### src/rtl/idfs_ram.sv
// ----------------------------------------------------------------------------
// idfs_ram
// Generic single-write, single-read synchronous RAM with registered read.
// ----------------------------------------------------------------------------
`default_nettype none

module idfs_ram #(
    parameter int WIDTH = 8,
    parameter int DEPTH = 256
) (
    input  wire logic                     aclk,
    input  wire logic                     we,
    input  wire logic [$clog2(DEPTH)-1:0] waddr,
    input  wire logic [WIDTH-1:0]         wdata,
    input  wire logic [$clog2(DEPTH)-1:0] raddr,
    output logic      [WIDTH-1:0]         rdata
);

    logic [WIDTH-1:0] mem [DEPTH];

    // Write port
    always_ff @(posedge aclk) begin
        if (we) begin
            mem[waddr] <= wdata;
        end
    end

    // Registered read port
    always_ff @(posedge aclk) begin
        rdata <= mem[raddr];
    end

endmodule

`default_nettype wire

### config.mk
export PLATFORM = sky130hd
export DESIGN_NAME = idfs_ram
export DESIGN_NICKNAME = d
export VERILOG_FILES = /design/src/rtl/idfs_ram.sv
export SDC_FILE = /design/constraint.sdc
export NUM_CORES = 2
export LEC_CHECK = 0
export BUFFER_PORTS_ARGS = -buffer_cell sky130_fd_sc_hd__buf_4
export CAP_MARGIN = 30
export CORE_ASPECT_RATIO = 0.5
export CORE_UTILIZATION = 55
export CTS_CLUSTER_SIZE = 8
export DETAILED_ROUTE_END_ITERATION = 8
export GPL_ROUTABILITY_DRIVEN = 0
export HOLD_SLACK_MARGIN = 0.06
export PLACE_DENSITY = 0.77
export SLEW_MARGIN = 0
export SYNTH_ARGS = -nofsm -noshare
export SYNTH_HDL_FRONTEND = slang
export SYNTH_SLANG_ARGS = --single-unit
### constraint.sdc
create_clock -name aclk -period 2.9 [get_ports aclk]
set_clock_uncertainty 0.05 [all_clocks]
set_input_delay 0.435 -clock aclk [delete_from_list [all_inputs] [get_ports aclk]]
set_output_delay 0.435 -clock aclk [all_outputs]
set_load 0.01 [all_outputs]
==> results.cfg <==
[clock_network]
clock_latency_ns = 0.91
clk_path_buf_depth = 4
h-tree-depth = 5
cts_setup_buffers = 0
path_clk_slew_ns = 0.05
root_buffer = clkbuf_16
cts_made_buffers = 307
clock_sinks = 2056
cts_tree = yes

[synth]
ys_types = 55
yosysTopAreaCell = edfxtp_1
ys_seq_area_share_pct = 77.5
syn_avg_cell_area_sq_um = 21.3
synthDominantCellAreaShare_pct = 77.3
netlist_instances = 3733
synth_flop_cell = edfxtp_1
yosysWarnings = 0
synth-edff-count = 2048
async_flop_share_pct = 0
syn_nets = 3759
syn_area_sq_um = 79600
ys_ff_latch = 2056
synth_area_leaders = edfxtp_1 (77%), mux4_2 (13%), mux2i_1 (1.7%), nor2_1 (1.3%), a22oi_1 (1.3%)

[routing]
vias_per_cell = 6.85
wl_per_cell_microns = 33.6
vias = 43900
route.detailed.drc = 0
route.final.wire_length_microns = 215000
dr.pass1.iters = 6
drtAntennaViolNets = 0
drt_iter0_drc = 6857

[floorplan]
die_h_microns = 271
rows = 98
fp.dieW_microns = 540
start_util_pct = 55.5
core_sq_um = 143000
io_pins = 34
fp.dieArea_sq_um = 146000

[global_routing]
grt_pass1_wl_microns = 311000
grt_max_degree = 107
grt_overflow = 0
grtUsageTotal_pct = 29.7
antenna_found_initial = 12
grt_pass1_vias = 45000

[timing]
layout_setup_ws_ns = 0.00741
rsz0062_at_grt = no
period_minus_slack_ns = 2.89
drv_slew = 0
max_freq_mhz = 346
tightest_slew_ns = 1.09
period_share_pct = 99.7
slew_headroom_pct = 26.4
setup_tns_ns = 0
finalHoldViolCount = 0
whs_ns = 0.0790
setup_violations = 0

[cells_and_area]
n_fill_cell = 8385
area_growth_syn_to_layout_pct = 18.4
layout-drive-gt1-share_pct = 31.7
utilization_pct = 65.7
fin_nets = 4463

[power_and_ir_drop]
worst_ir_drop_vdd_v = 0.000640
finalPower_uw = 67200
powerDensity_nw_per_um2 = 713
p_leak_uw = 0.0307

[critical_path]
crit_required_ns = 3.57
end_kind = flop
worst_setup_path_start_kind = flop
crit_arrival_ns = 3.56
path_class = reg2reg
crit_fanout = 1

[worst_hold_path]
hold_class = in2reg

[status]
status = completed

[place]
place_hpwl_microns = 125000
dp_slack_ns = -0.873
portBuffers = 33

[run]
maxCapViolCount = 0
where the power goes:
part	leakage (uW)	total, uW	switching [uW]	internal, uW
Clock	0.00396	30900	11800	19100
Sequential	0.0185	32900	62.2	32800
Combinational	0.00827	3380	2090	1290
Total	0.0307	67200	13900	53200
critical path: stages, from the launching register on:
cell and delay (ns):
edfxtp_1 0.38, mux4_2 0.48, mux4_2 0.51, nor2b_1 0.17, nor4_2 0.95, nor4_1 0.17
state kept, by name, summed over array words and instances (netlist names):
| signal | cells |
|---|---|
| rdata | 8 |
| mem | 2048 |
cells by family after synthesis:
logic type / synth area share (%)
AND/OR/NAND/NOR: 2.63
buffers and inverters: 1.83
AO/OA/AOI/OAI: 3.42
flip-flops: 77.5
multiplexers: 14.6
per-stage QoR:
stage	cell area, sq um	instances
2_1_floorplan	79600	3733
3_3_place_gp	86000	6022
3_5_place_dp	86000	6025
4_1_cts	94100	6395
5_1_grt	94200	6397
6_report	94200	6400
area by class of cell:
type | count | area, sq um | area share, %
sequential | 2056 | 61700 | 65.5
multi-input combinational | 1442 | 16500 | 17.5
clock buffer | 361 | 8030 | 8.53
timing repair buffer | 628 | 5510 | 5.85
tap | 1900 | 2380 | 2.52
clock inverter | 7 | 68.8 | 0.0731
antenna | 4 | 10.0 | 0.0106
inverter | 2 | 7.51 | 0.00797
metal layers:
metal	global-route usage [%]	wire, microns
met2	46.6	102000
met4	13.6	10000
met3	8.24	29300
met1	38.9	73800
met5	0	126
worst paths after layout:
| path | startpoint | end | slack, ns | depth (start not counted) |
|---|---|---|---|---|
| min reg2reg | mem[41][3]$_DFFE_PP_ | rdata[3]$_DFF_P_ | 0.93 | 6 |
| min | wdata[3] | mem[244][3]$_DFFE_PP_ | 0.08 | 1 |
| max reg2reg | mem[71][1]$_DFFE_PP_ | rdata[1]$_DFF_P_ | 0.007 | 5 |
| max | mem[71][1]$_DFFE_PP_ | rdata[1]$_DFF_P_ | 0.007 | 5 |
synthesized netlist by cell type, types with 27 or more instances:
| cell type | number |
|---|---|
| nor2b_1 | 31 |
| nand3_1 | 34 |
| nand2_1 | 33 |
| o221ai_1 | 46 |
| mux4_2 | 454 |
| buf_4 | 27 |
| mux2i_1 | 134 |
| nor2_1 | 282 |
| a22oi_1 | 133 |
| a21oi_1 | 96 |
| edfxtp_1 | 2048 |
| clkbuf_1 | 111 |
| buf_2 | 31 |
| o22ai_1 | 28 |
placed cells by master (no fill, tap or decap), types with 5 or more instances in the layout:
master and instances:
and2_1 6, o211ai_1 10, o21ai_0 10, nand2_1 33, mux2i_1 134, mux4_2 454, inv_6 5, clkbuf_8 8
buf_12 58, a221oi_1 13, nor2_1 279, o221ai_1 46, nor4_2 6, clkbuf_1 47, nor2b_1 28, nand3_1 34
a22oi_1 133, o22ai_1 28, nand2b_1 8, o22a_1 5, dfxtp_1 8, nor3_1 19, a211oi_1 16, buf_4 556
a21oi_1 96, a22o_1 8, edfxtp_1 2048, nor4_1 21, nand4_1 10, clkbuf_16 314
what timing repair did:
item | CTS | global route
cloned | 0 | 0
endpoints found under the hold margin | 41 | 0
hold buffers | 2 | 0
resized for setup | 2 | 2
setup endpoints to repair | 2 | 2
(Power assumes the default switching activity.)
