`src/rtl/idfs_pkg.sv`:
```
// ----------------------------------------------------------------------------
// idfs_pkg
// Shared widths, status codes and structs of the identifier allocator.
// ----------------------------------------------------------------------------
`default_nettype none

package idfs_pkg;

    // Identifier and counter widths
    localparam int ID_W      = 10;
    localparam int CNT_W     = 11;
    localparam int ID_SLOTS  = 1024;
    localparam int STATUS_W  = 3;
    localparam int TDATA_W   = 16;

    // Default upper bound of fresh identifiers
    localparam int DEFAULT_MAX_ID = 1023;

    // Request kinds
    localparam logic OP_ALLOC = 1'b0;
    localparam logic OP_FREE  = 1'b1;

    // Result status codes
    localparam logic [STATUS_W-1:0] STATUS_FRESH     = 3'd0;
    localparam logic [STATUS_W-1:0] STATUS_REUSED    = 3'd1;
    localparam logic [STATUS_W-1:0] STATUS_EXHAUSTED = 3'd2;
    localparam logic [STATUS_W-1:0] STATUS_FREED     = 3'd3;
    localparam logic [STATUS_W-1:0] STATUS_DUPLICATE = 3'd4;

    // One result item
    typedef struct packed {
        logic [ID_W-1:0]     granted_id;
        logic [STATUS_W-1:0] status;
    } res_t;

    // Access to the free stack memory
    typedef struct packed {
        logic            we;
        logic [ID_W-1:0] waddr;
        logic [ID_W-1:0] wdata;
        logic [ID_W-1:0] raddr;
    } stk_req_t;

    // Access to the membership flag memory
    typedef struct packed {
        logic            we;
        logic [ID_W-1:0] waddr;
        logic            wdata;
        logic [ID_W-1:0] raddr;
    } flg_req_t;

endpackage

`default_nettype wire

```
`src/rtl/idfs_ctrl.sv`:
```
// ----------------------------------------------------------------------------
// idfs_ctrl
// Request sequencer: clears the flag memory after reset, then per request
// reads both memories, decides the result and writes the updates back.
// ----------------------------------------------------------------------------
`default_nettype none

module idfs_ctrl
    import idfs_pkg::*;
#(
    parameter int MAX_ID = DEFAULT_MAX_ID
) (
    input  wire logic            aclk,
    input  wire logic            aresetn,
    // request side
    input  wire logic            req_valid,
    output logic                 req_ready,
    input  wire logic            req_op,
    input  wire logic [ID_W-1:0] req_id,
    // memories
    output stk_req_t             stk_req,
    input  wire logic [ID_W-1:0] stk_rdata,
    output flg_req_t             flg_req,
    input  wire logic            flg_rdata,
    // result side
    output logic                 res_valid,
    output res_t                 res,
    input  wire logic            res_ready
);

    // Largest fresh identifier: bounded by MAX_ID and by the id width
    localparam int FreshLimitInt = (MAX_ID > ID_SLOTS - 1) ? ID_SLOTS - 1 : MAX_ID;
    localparam logic [CNT_W-1:0] FreshLimit = CNT_W'(FreshLimitInt);
    localparam logic [CNT_W-1:0] SlotsCnt   = CNT_W'(ID_SLOTS);

    localparam logic [1:0] FSM_CLEAR = 2'd0;
    localparam logic [1:0] FSM_IDLE  = 2'd1;
    localparam logic [1:0] FSM_READ  = 2'd2;
    localparam logic [1:0] FSM_WAIT  = 2'd3;

    logic [1:0]       state_reg, state_next;
    logic [ID_W-1:0]  clr_addr_reg, clr_addr_next;
    logic [CNT_W-1:0] depth_reg, depth_next;
    logic [CNT_W-1:0] fresh_reg, fresh_next;
    logic             op_reg, op_next;
    logic [ID_W-1:0]  id_reg, id_next;
    res_t             hold_reg, hold_next;
    res_t             res_cmb;
    logic [CNT_W-1:0] depth_dec;

    assign depth_dec = depth_reg - CNT_W'(1);

    // Sequencer
    always_comb begin
        state_next    = state_reg;
        clr_addr_next = clr_addr_reg;
        depth_next    = depth_reg;
        fresh_next    = fresh_reg;
        op_next       = op_reg;
        id_next       = id_reg;
        hold_next     = hold_reg;
        req_ready     = 1'b0;
        res_valid     = 1'b0;
        res           = hold_reg;
        res_cmb       = '{granted_id: '0, status: STATUS_EXHAUSTED};
        stk_req       = '{we: 1'b0, waddr: depth_reg[ID_W-1:0], wdata: id_reg,
                          raddr: depth_dec[ID_W-1:0]};
        flg_req       = '{we: 1'b0, waddr: id_reg, wdata: 1'b0, raddr: req_id};

        case (state_reg)
            FSM_CLEAR: begin
                // sweep the flag memory to zero
                flg_req.we    = 1'b1;
                flg_req.waddr = clr_addr_reg;
                flg_req.wdata = 1'b0;
                clr_addr_next = clr_addr_reg + ID_W'(1);
                if (&clr_addr_reg) begin
                    state_next = FSM_IDLE;
                end
            end
            FSM_IDLE: begin
                // issue both reads with the request
                req_ready = 1'b1;
                if (req_valid) begin
                    op_next    = req_op;
                    id_next    = req_id;
                    state_next = FSM_READ;
                end
            end
            FSM_READ: begin
                // decide and write back
                if (op_reg == OP_ALLOC) begin
                    if (depth_reg != '0) begin
                        res_cmb       = '{granted_id: stk_rdata, status: STATUS_REUSED};
                        depth_next    = depth_dec;
                        flg_req.we    = 1'b1;
                        flg_req.waddr = stk_rdata;
                        flg_req.wdata = 1'b0;
                    end else if (fresh_reg <= FreshLimit) begin
                        res_cmb    = '{granted_id: fresh_reg[ID_W-1:0], status: STATUS_FRESH};
                        fresh_next = fresh_reg + CNT_W'(1);
                    end else begin
                        res_cmb = '{granted_id: '0, status: STATUS_EXHAUSTED};
                    end
                end else begin
                    if (id_reg == '0 || flg_rdata || depth_reg >= SlotsCnt) begin
                        res_cmb = '{granted_id: '0, status: STATUS_DUPLICATE};
                    end else begin
                        res_cmb       = '{granted_id: '0, status: STATUS_FREED};
                        stk_req.we    = 1'b1;
                        flg_req.we    = 1'b1;
                        flg_req.waddr = id_reg;
                        flg_req.wdata = 1'b1;
                        depth_next    = depth_reg + CNT_W'(1);
                    end
                end
                res_valid = 1'b1;
                res       = res_cmb;
                if (res_ready) begin
                    state_next = FSM_IDLE;
                end else begin
                    hold_next  = res_cmb;
                    state_next = FSM_WAIT;
                end
            end
            FSM_WAIT: begin
                // hold the result until the output stage frees
                res_valid = 1'b1;
                if (res_ready) begin
                    state_next = FSM_IDLE;
                end
            end
            default: begin
                state_next = FSM_IDLE;
            end
        endcase
    end

    // Control state
    always_ff @(posedge aclk) begin
        if (!aresetn) begin
            state_reg    <= FSM_CLEAR;
            clr_addr_reg <= '0;
            depth_reg    <= '0;
            fresh_reg    <= CNT_W'(1);
        end else begin
            state_reg    <= state_next;
            clr_addr_reg <= clr_addr_next;
            depth_reg    <= depth_next;
            fresh_reg    <= fresh_next;
        end
    end

    // Payload
    always_ff @(posedge aclk) begin
        op_reg   <= op_next;
        id_reg   <= id_next;
        hold_reg <= hold_next;
    end

endmodule

`default_nettype wire

```
`config.mk`:
```
export PLATFORM = sky130hd
export DESIGN_NAME = idfs_ctrl
export DESIGN_NICKNAME = d
export VERILOG_FILES = /design/src/rtl/idfs_pkg.sv /design/src/rtl/idfs_ctrl.sv
export SDC_FILE = /design/constraint.sdc
export NUM_CORES = 1
export LEC_CHECK = 0
export BUFFER_PORTS_ARGS = -buffer_cell sky130_fd_sc_hd__buf_2
export CORE_MARGIN = 2
export CORE_UTILIZATION = 52
export DETAILED_ROUTE_END_ITERATION = 10
export GPL_TIMING_DRIVEN = 0
export PLACE_DENSITY = 0.76
export SLEW_MARGIN = 5
export SYNTH_ARGS = -nofsm -noshare
export SYNTH_HDL_FRONTEND = slang
export SYNTH_SLANG_ARGS = --single-unit
```
`constraint.sdc`:
```
create_clock -name aclk -period 3 [get_ports aclk]
set_input_delay 0.15 -clock aclk [delete_from_list [all_inputs] [get_ports aclk]]
set_output_delay 0.15 -clock aclk [all_outputs]
set_load 0.01 [all_outputs]
```
==> flow_summary.toml, run 1 <==
[power_and_ir_drop]
total_leakage_power_nw = 1.95
vdd_drop_max_v = 0.000307
power.density_cell_area_nw_per_um2 = 361

[sta]
slew_headroom = 0.484
final.setup.worst_slack_ns = 0.218
slew_viol_final = 0
tightestPinTransition_ns = 0.773
fin_worst_hold_slack_ns = 0.114
finalWorstPathRequiredPeriod_ns = 2.78
grt_setup_unrepaired = "no"
fmax_mhz = 359
final_setup_violation_count = 0
finalHoldViolations = 0
timing.clock.skew_ns = 0.00800
setup-tns-final_ns = 0
fin_crit_sh = 0.927

[detailed_routing]
routed_via_density = 5.64
drc = 0
detailroute.via_count = 3271
detail_route.iter0.violations = 165
detail_route.wl_per_cell_microns = 16.1
drt.antenna.violating_nets = 0
routed_wire_length_microns = 9330
drtPass1Iterations = 4

[finish]
antenna_cells = 0
design_area_sq_um = 4450
layout.nets = 530
fillers = 560
syn2layout_area_growth_pct = 25.6
flip_flop_count_of_the_largest_register_after_layout = 13
layout.core_utilization = 0.666
final_layout_size_suffix_gt1_frac = 0.322

[synthesis]
leading_cell_type_by_number_of_instances_after_synthesis = "sky130_fd_sc_hd__nand2_1"
synth_top_area_share = 0.203
sequential_area_share_after_synthesis = 0.395
synth_edf_count = 24
syn-mean-instance-area_sq_um = 9.43
synthFlopType = "sky130_fd_sc_hd__dfxtp_1"
synth.ff_latch_count = 58
ys_warn_count = 0
synth_largest_area_cell = "sky130_fd_sc_hd__edfxtp_1"
synth.net_count = 411
synth_top_cells_by_area = "sky130_fd_sc_hd__edfxtp_1, sky130_fd_sc_hd__dfxtp_1, sky130_fd_sc_hd__buf_4"
post_synth_instance_area_sq_um = 3540
ys_async_sr_fraction = 0
synth_cells = 376
synth_commonest_cells = "sky130_fd_sc_hd__nand2_1, sky130_fd_sc_hd__dfxtp_1, sky130_fd_sc_hd__edfxtp_1, sky130_fd_sc_hd__buf_4"
yosys_cell_types = 54

[grt]
overflow = 0
grt.total_usage = 0.263
number_of_global_route_vias_before_repair = 3132
first_pass_grt_wire_length_microns = 15100
grt_antenna_before_repair = 0
grt_start_max_net_pins = 15

[die]
area_of_the_core_sq_um = 6680
die_height_microns = 86.6
io_pins = 94
initial_utilization = 0.531
die-width_microns = 86.6
dieArea_sq_um = 7490
row_count = 30

[placement]
placed_area_sq_um = 4110
place_hpwl_microns = 6780
gp_routability_congestion = 0.907
dp_worst_setup_slack_ns = 0.212
place.port_buffers = 93

[job]
maxCapViolCount = 0

[clock_network]
worst_skew_pair.late_latency_ns = 0.35
clock_sink_count = 58
max-clock-path-buffers = 2
cts_made_buffers = 9
cts_root_buf = "sky130_fd_sc_hd__clkbuf_8"
cts_tree = "done"
cts-htree-levels = 3
clk_pin_slew_worst_paths_ns = 0.07

[min_path]
hp-class = "in -> reg"

[setup_path]
critical_path_required_ns = 2.85
cp_max_fanout = 10
cp-start-kind = "flip-flop"
cp-end-kind = "output port"
worstSetupPathType = "reg -> out"
crit_arrival_ns = 2.63

[outcome]
run_status = "completed"
## through the flow
stage,power [mW],instances
after floorplan,0.880,376
after global placement,0.918,549
after detailed placement,0.919,549
after CTS,1.61,576
after global routing,1.65,580
final,1.61,580
## routing by layer
layer / track usage / part of all wire / up-vias / wire (microns)
met5: 0 / 0 / - / 0
met4: 0.135 / 0.027 / 0 / 248
met3: 0.0514 / 0.061 / 19 / 565
met2: 0.417 / 0.47 / 124 / 4430
met1: 0.340 / 0.44 / 1550 / 4090
li1: - / - / 1578 / -
## timing repair
action / in CTS / in global routing
hold endpoints to repair: 11 / 0
setup buffers: 0 / 4
gates resized for setup: 2 / 6
cloned: 0 / 0
setup endpoints to repair: 12 / 26
hold buffers: 11 / 0
## cells by family after synthesis
| kind of cell | after synthesis | synth area share |
|---|---|---|
| compound gates | 67 | 0.140 |
| xor+xnor | 24 | 0.0593 |
| fa+ha+maj | 9 | 0.0318 |
| buf+inv | 56 | 0.0837 |
| flops | 58 | 0.395 |
| mux | 20 | 0.0597 |
| simple gates | 142 | 0.230 |
## power by group
group	internal, mW	leakage, nW	switching [mW]
sequential	0.821	0.493	0.00536
clock	0.376	0.0922	0.316
combinational	0.0480	1.36	0.0409
total	1.24	1.95	0.362
## path summary, 6_finish.rpt
path                      from           end  slack [ns]  depth (start not counted)
setup / recovery  depth_reg[1]   flg_req[12]        0.22                         10
hold / removal         aresetn  depth_reg[4]        0.11                          3
setup reg to reg  state_reg[0]   hold_reg[3]        0.52                          6
hold reg to reg   state_reg[1]  state_reg[1]        0.52                          2
## cells in the final DEF (no fill, tap or decap), types with 8 or more instances in the layout
master,n
sky130_fd_sc_hd__clkbuf_1,16
sky130_fd_sc_hd__xor2_1,12
sky130_fd_sc_hd__dfxtp_1,33
sky130_fd_sc_hd__nand3_1,10
sky130_fd_sc_hd__nand2b_1,11
sky130_fd_sc_hd__mux2i_1,11
sky130_fd_sc_hd__nor3_1,10
sky130_fd_sc_hd__nor2_1,13
sky130_fd_sc_hd__and2_1,15
sky130_fd_sc_hd__buf_4,25
sky130_fd_sc_hd__dlygate4sd3_1,11
sky130_fd_sc_hd__mux2_2,9
sky130_fd_sc_hd__buf_2,98
sky130_fd_sc_hd__o21ai_0,15
sky130_fd_sc_hd__a221o_1,8
sky130_fd_sc_hd__inv_1,13
sky130_fd_sc_hd__ha_1,9
sky130_fd_sc_hd__nand4_1,10
sky130_fd_sc_hd__edfxtp_1,24
sky130_fd_sc_hd__xnor2_1,12
sky130_fd_sc_hd__nand2_1,38
sky130_fd_sc_hd__clkbuf_8,9
## worst max-delay path, cell delays in order, from the launching register on
cell                       delay (ns)
sky130_fd_sc_hd__dfxtp_1         0.44
sky130_fd_sc_hd__inv_1           0.07
sky130_fd_sc_hd__ha_1            0.23
sky130_fd_sc_hd__nor3b_4         0.16
sky130_fd_sc_hd__buf_4           0.17
sky130_fd_sc_hd__a31oi_2         0.28
sky130_fd_sc_hd__clkbuf_4        0.28
sky130_fd_sc_hd__nand2b_1        0.12
sky130_fd_sc_hd__a21oi_1         0.06
sky130_fd_sc_hd__a221o_1         0.31
sky130_fd_sc_hd__buf_2           0.16
## cell type report
| cell class | count | area, sq um | area share |
|---|---|---|---|
| Buffer | 43 | 254 | 0.0571 |
| Clock buffer | 11 | 131 | 0.0295 |
| Clock inverter | 5 | 47.5 | 0.0107 |
| Inverter | 13 | 48.8 | 0.0110 |
| Multi-Input combinational cell | 262 | 1860 | 0.418 |
| Sequential cell | 58 | 1400 | 0.315 |
| Tap cell | 80 | 100 | 0.0225 |
| Timing Repair Buffer | 108 | 606 | 0.136 |
Power figures use the tool's default switching activity.
==> run 2: changes to the inputs <==
Settings changed: CELL_PAD_IN_SITES_DETAIL_PLACEMENT set to 1, CELL_PAD_IN_SITES_GLOBAL_PLACEMENT set to 1, CORE_UTILIZATION 52 to 40, PLACE_DENSITY 0.76 to 0.78, TNS_END_PERCENT set to 5.
==> run 2 against run 1 <==
Worst setup slack got worse by 0.020 ns. Sequential cell count unchanged. Combinational power increased by 3.7%. Register-to-register slack got worse by 0.08 ns. Fmax decreased by 0.73%. Global-route usage decreased by 2.7 points. Wire length increased by 18%. Total power increased by 14%. Clock skew increased by 0.0011 ns. Final cell count increased by 4.5%. Non-clock buffer count decreased by 2. Hold slack improved by 0.0090 ns. Critical path type unchanged. Critical endpoint is now flg_req[11]. Highest routed layer unchanged.
==> flow_summary.toml, run 2 (same netlist as run 1, synthesis figures left out) <==
[die]
die-width_microns = 98.1
die_height_microns = 98.1
initial_utilization = 0.410
row_count = 34
area_of_the_core_sq_um = 8640
io_pins = 94
dieArea_sq_um = 9630

[sta]
slew_viol_final = 0
finalWorstPathRequiredPeriod_ns = 2.80
tightestPinTransition_ns = 0.837
timing.clock.skew_ns = 0.00908
grt_setup_unrepaired = "no"
slew_headroom = 0.441
fmax_mhz = 357
setup-tns-final_ns = 0
final_setup_violation_count = 0
finalHoldViolations = 0
fin_crit_sh = 0.934

[outcome]
run_status = "completed"

[clock_network]
cts_root_buf = "sky130_fd_sc_hd__clkbuf_8"
worst_skew_pair.late_latency_ns = 0.36
clock_sink_count = 58
clk_pin_slew_worst_paths_ns = 0.07
cts-htree-levels = 3
cts_made_buffers = 9
max-clock-path-buffers = 2
cts_tree = "done"

[detailed_routing]
drt.antenna.violating_nets = 0
routed_via_density = 5.55
detail_route.wl_per_cell_microns = 18.1
drtPass1Iterations = 6
detail_route.iter0.violations = 142
detailroute.via_count = 3365
drc = 0
routed_wire_length_microns = 11000

[finish]
fillers = 1016
multiInputGateArea_sq_um = 1870
final_layout_size_suffix_gt1_frac = 0.327
stdcell_count = 606
final_common_cell = "sky130_fd_sc_hd__buf_2"
syn2layout_area_growth_pct = 28.5
antenna_cells = 0
layout_common_cells = "sky130_fd_sc_hd__buf_2, sky130_fd_sc_hd__nand2_1, sky130_fd_sc_hd__dfxtp_1, sky130_fd_sc_hd__edfxtp_1, sky130_fd_sc_hd__buf_4"
seqCellArea_sq_um = 1400
layout.core_utilization = 0.528
design_area_sq_um = 4560
flip_flop_count_of_the_largest_register_after_layout = 13
layout.nets = 528

[grt]
overflow = 0
grt.total_usage = 0.236
first_pass_grt_wire_length_microns = 18000
grt_start_max_net_pins = 15
grt_antenna_before_repair = 0
number_of_global_route_vias_before_repair = 3489

[power_and_ir_drop]
power.density_cell_area_nw_per_um2 = 401
p_int_mw = 1.44
net-switching-power_uw = 389
vdd_drop_max_v = 0.000289
p_comb_frac = 0.051
share_clk_of_total_power = 0.497
total_leakage_power_nw = 1.98
power_frac_seq = 0.452
power_switching_share = 0.213

[placement]
placed_area_sq_um = 4150
place.port_buffers = 93
gp_routability_congestion = 0.873
place_hpwl_microns = 7960
post-place-cells = 577

[setup_path]
worstSetupPathType = "reg -> out"
crit_arrival_ns = 2.65
critical_path_required_ns = 2.85
cp-end-kind = "output port"
cp_max_fanout = 10
cp-start-kind = "flip-flop"

[min_path]
hp-class = "in -> reg"

[job]
maxCapViolCount = 0
run 2: changes by cell type in the layout (fill, tap and decap cells not counted), sizes merged:
| cell | delta |
|---|---|
| bufinv | +2 |
| clkbuf | -2 |
| clkinv | -1 |
| buf | -1 |
run 2: worst max-delay path: stages (launching register included):
cell,delay (ns)
sky130_fd_sc_hd__dfxtp_2,0.42
sky130_fd_sc_hd__inv_1,0.10
sky130_fd_sc_hd__ha_1,0.26
sky130_fd_sc_hd__nor3b_4,0.18
sky130_fd_sc_hd__buf_12,0.14
sky130_fd_sc_hd__a31oi_2,0.26
sky130_fd_sc_hd__clkbuf_2,0.29
sky130_fd_sc_hd__mux2i_1,0.10
sky130_fd_sc_hd__o21ai_0,0.33
sky130_fd_sc_hd__buf_2,0.21
run 2: area by class of cell:
| type | count | share of cell area |
|---|---|---|
| multi-input cells | 262 | 0.411 |
| inverters | 13 | 0.0107 |
| clock buffers | 10 | 0.0302 |
| clock inverters | 6 | 0.0228 |
| well taps | 108 | 0.0297 |
| flip-flops and latches | 58 | 0.308 |
| repair buffers | 106 | 0.132 |
| plain buffers | 43 | 0.0552 |
run 2: layer usage:
metal,track usage,wire (microns)
met2,0.393,5290
met3,0.0558,586
met4,0.0790,245
met5,0,0
met1,0.302,4870
run 2: timing repair:
action,in CTS,in global routing
hold buffers,10,1
hold endpoints to repair,10,1
setup buffers,0,2
endpoints found under the setup margin,19,20
gates resized for setup,5,3
run 2: stage by stage:
| stage | hold WS (ns) | setup slack [ns] | total power, mW |
|---|---|---|---|
| final | 0.123 | 0.198 | 1.83 |
| after global routing | 0.125 | 0.0210 | 1.89 |
| after CTS | 0.00625 | -0.0160 | 1.83 |
| after floorplan | 0.249 | 0.834 | 0.880 |
| after global placement | 0.331 | 0.126 | 0.921 |
| after detailed placement | 0.330 | 0.0771 | 0.923 |
run 2: final timing paths:
check                      end  slack (ns)         start  depth (start not counted)
setup / recovery   flg_req[11]        0.20  depth_reg[0]                          9
hold / removal     hold_reg[6]        0.12  stk_rdata[3]                          3
setup reg to reg   hold_reg[7]        0.44  state_reg[0]                          6
hold reg to reg   state_reg[1]        0.52  state_reg[1]                          2
run 2: power by group through the flow:
stage / clock network [mW] / logic, mW / registers [mW]
4_1_cts: 0.917 / 0.0906 / 0.825
5_1_grt: 0.962 / 0.0997 / 0.826
3_5_place_dp: 0 / 0.0801 / 0.843
3_3_place_gp: 0 / 0.0782 / 0.843
6_report: 0.908 / 0.0922 / 0.826
2_1_floorplan: 0 / 0.0377 / 0.842
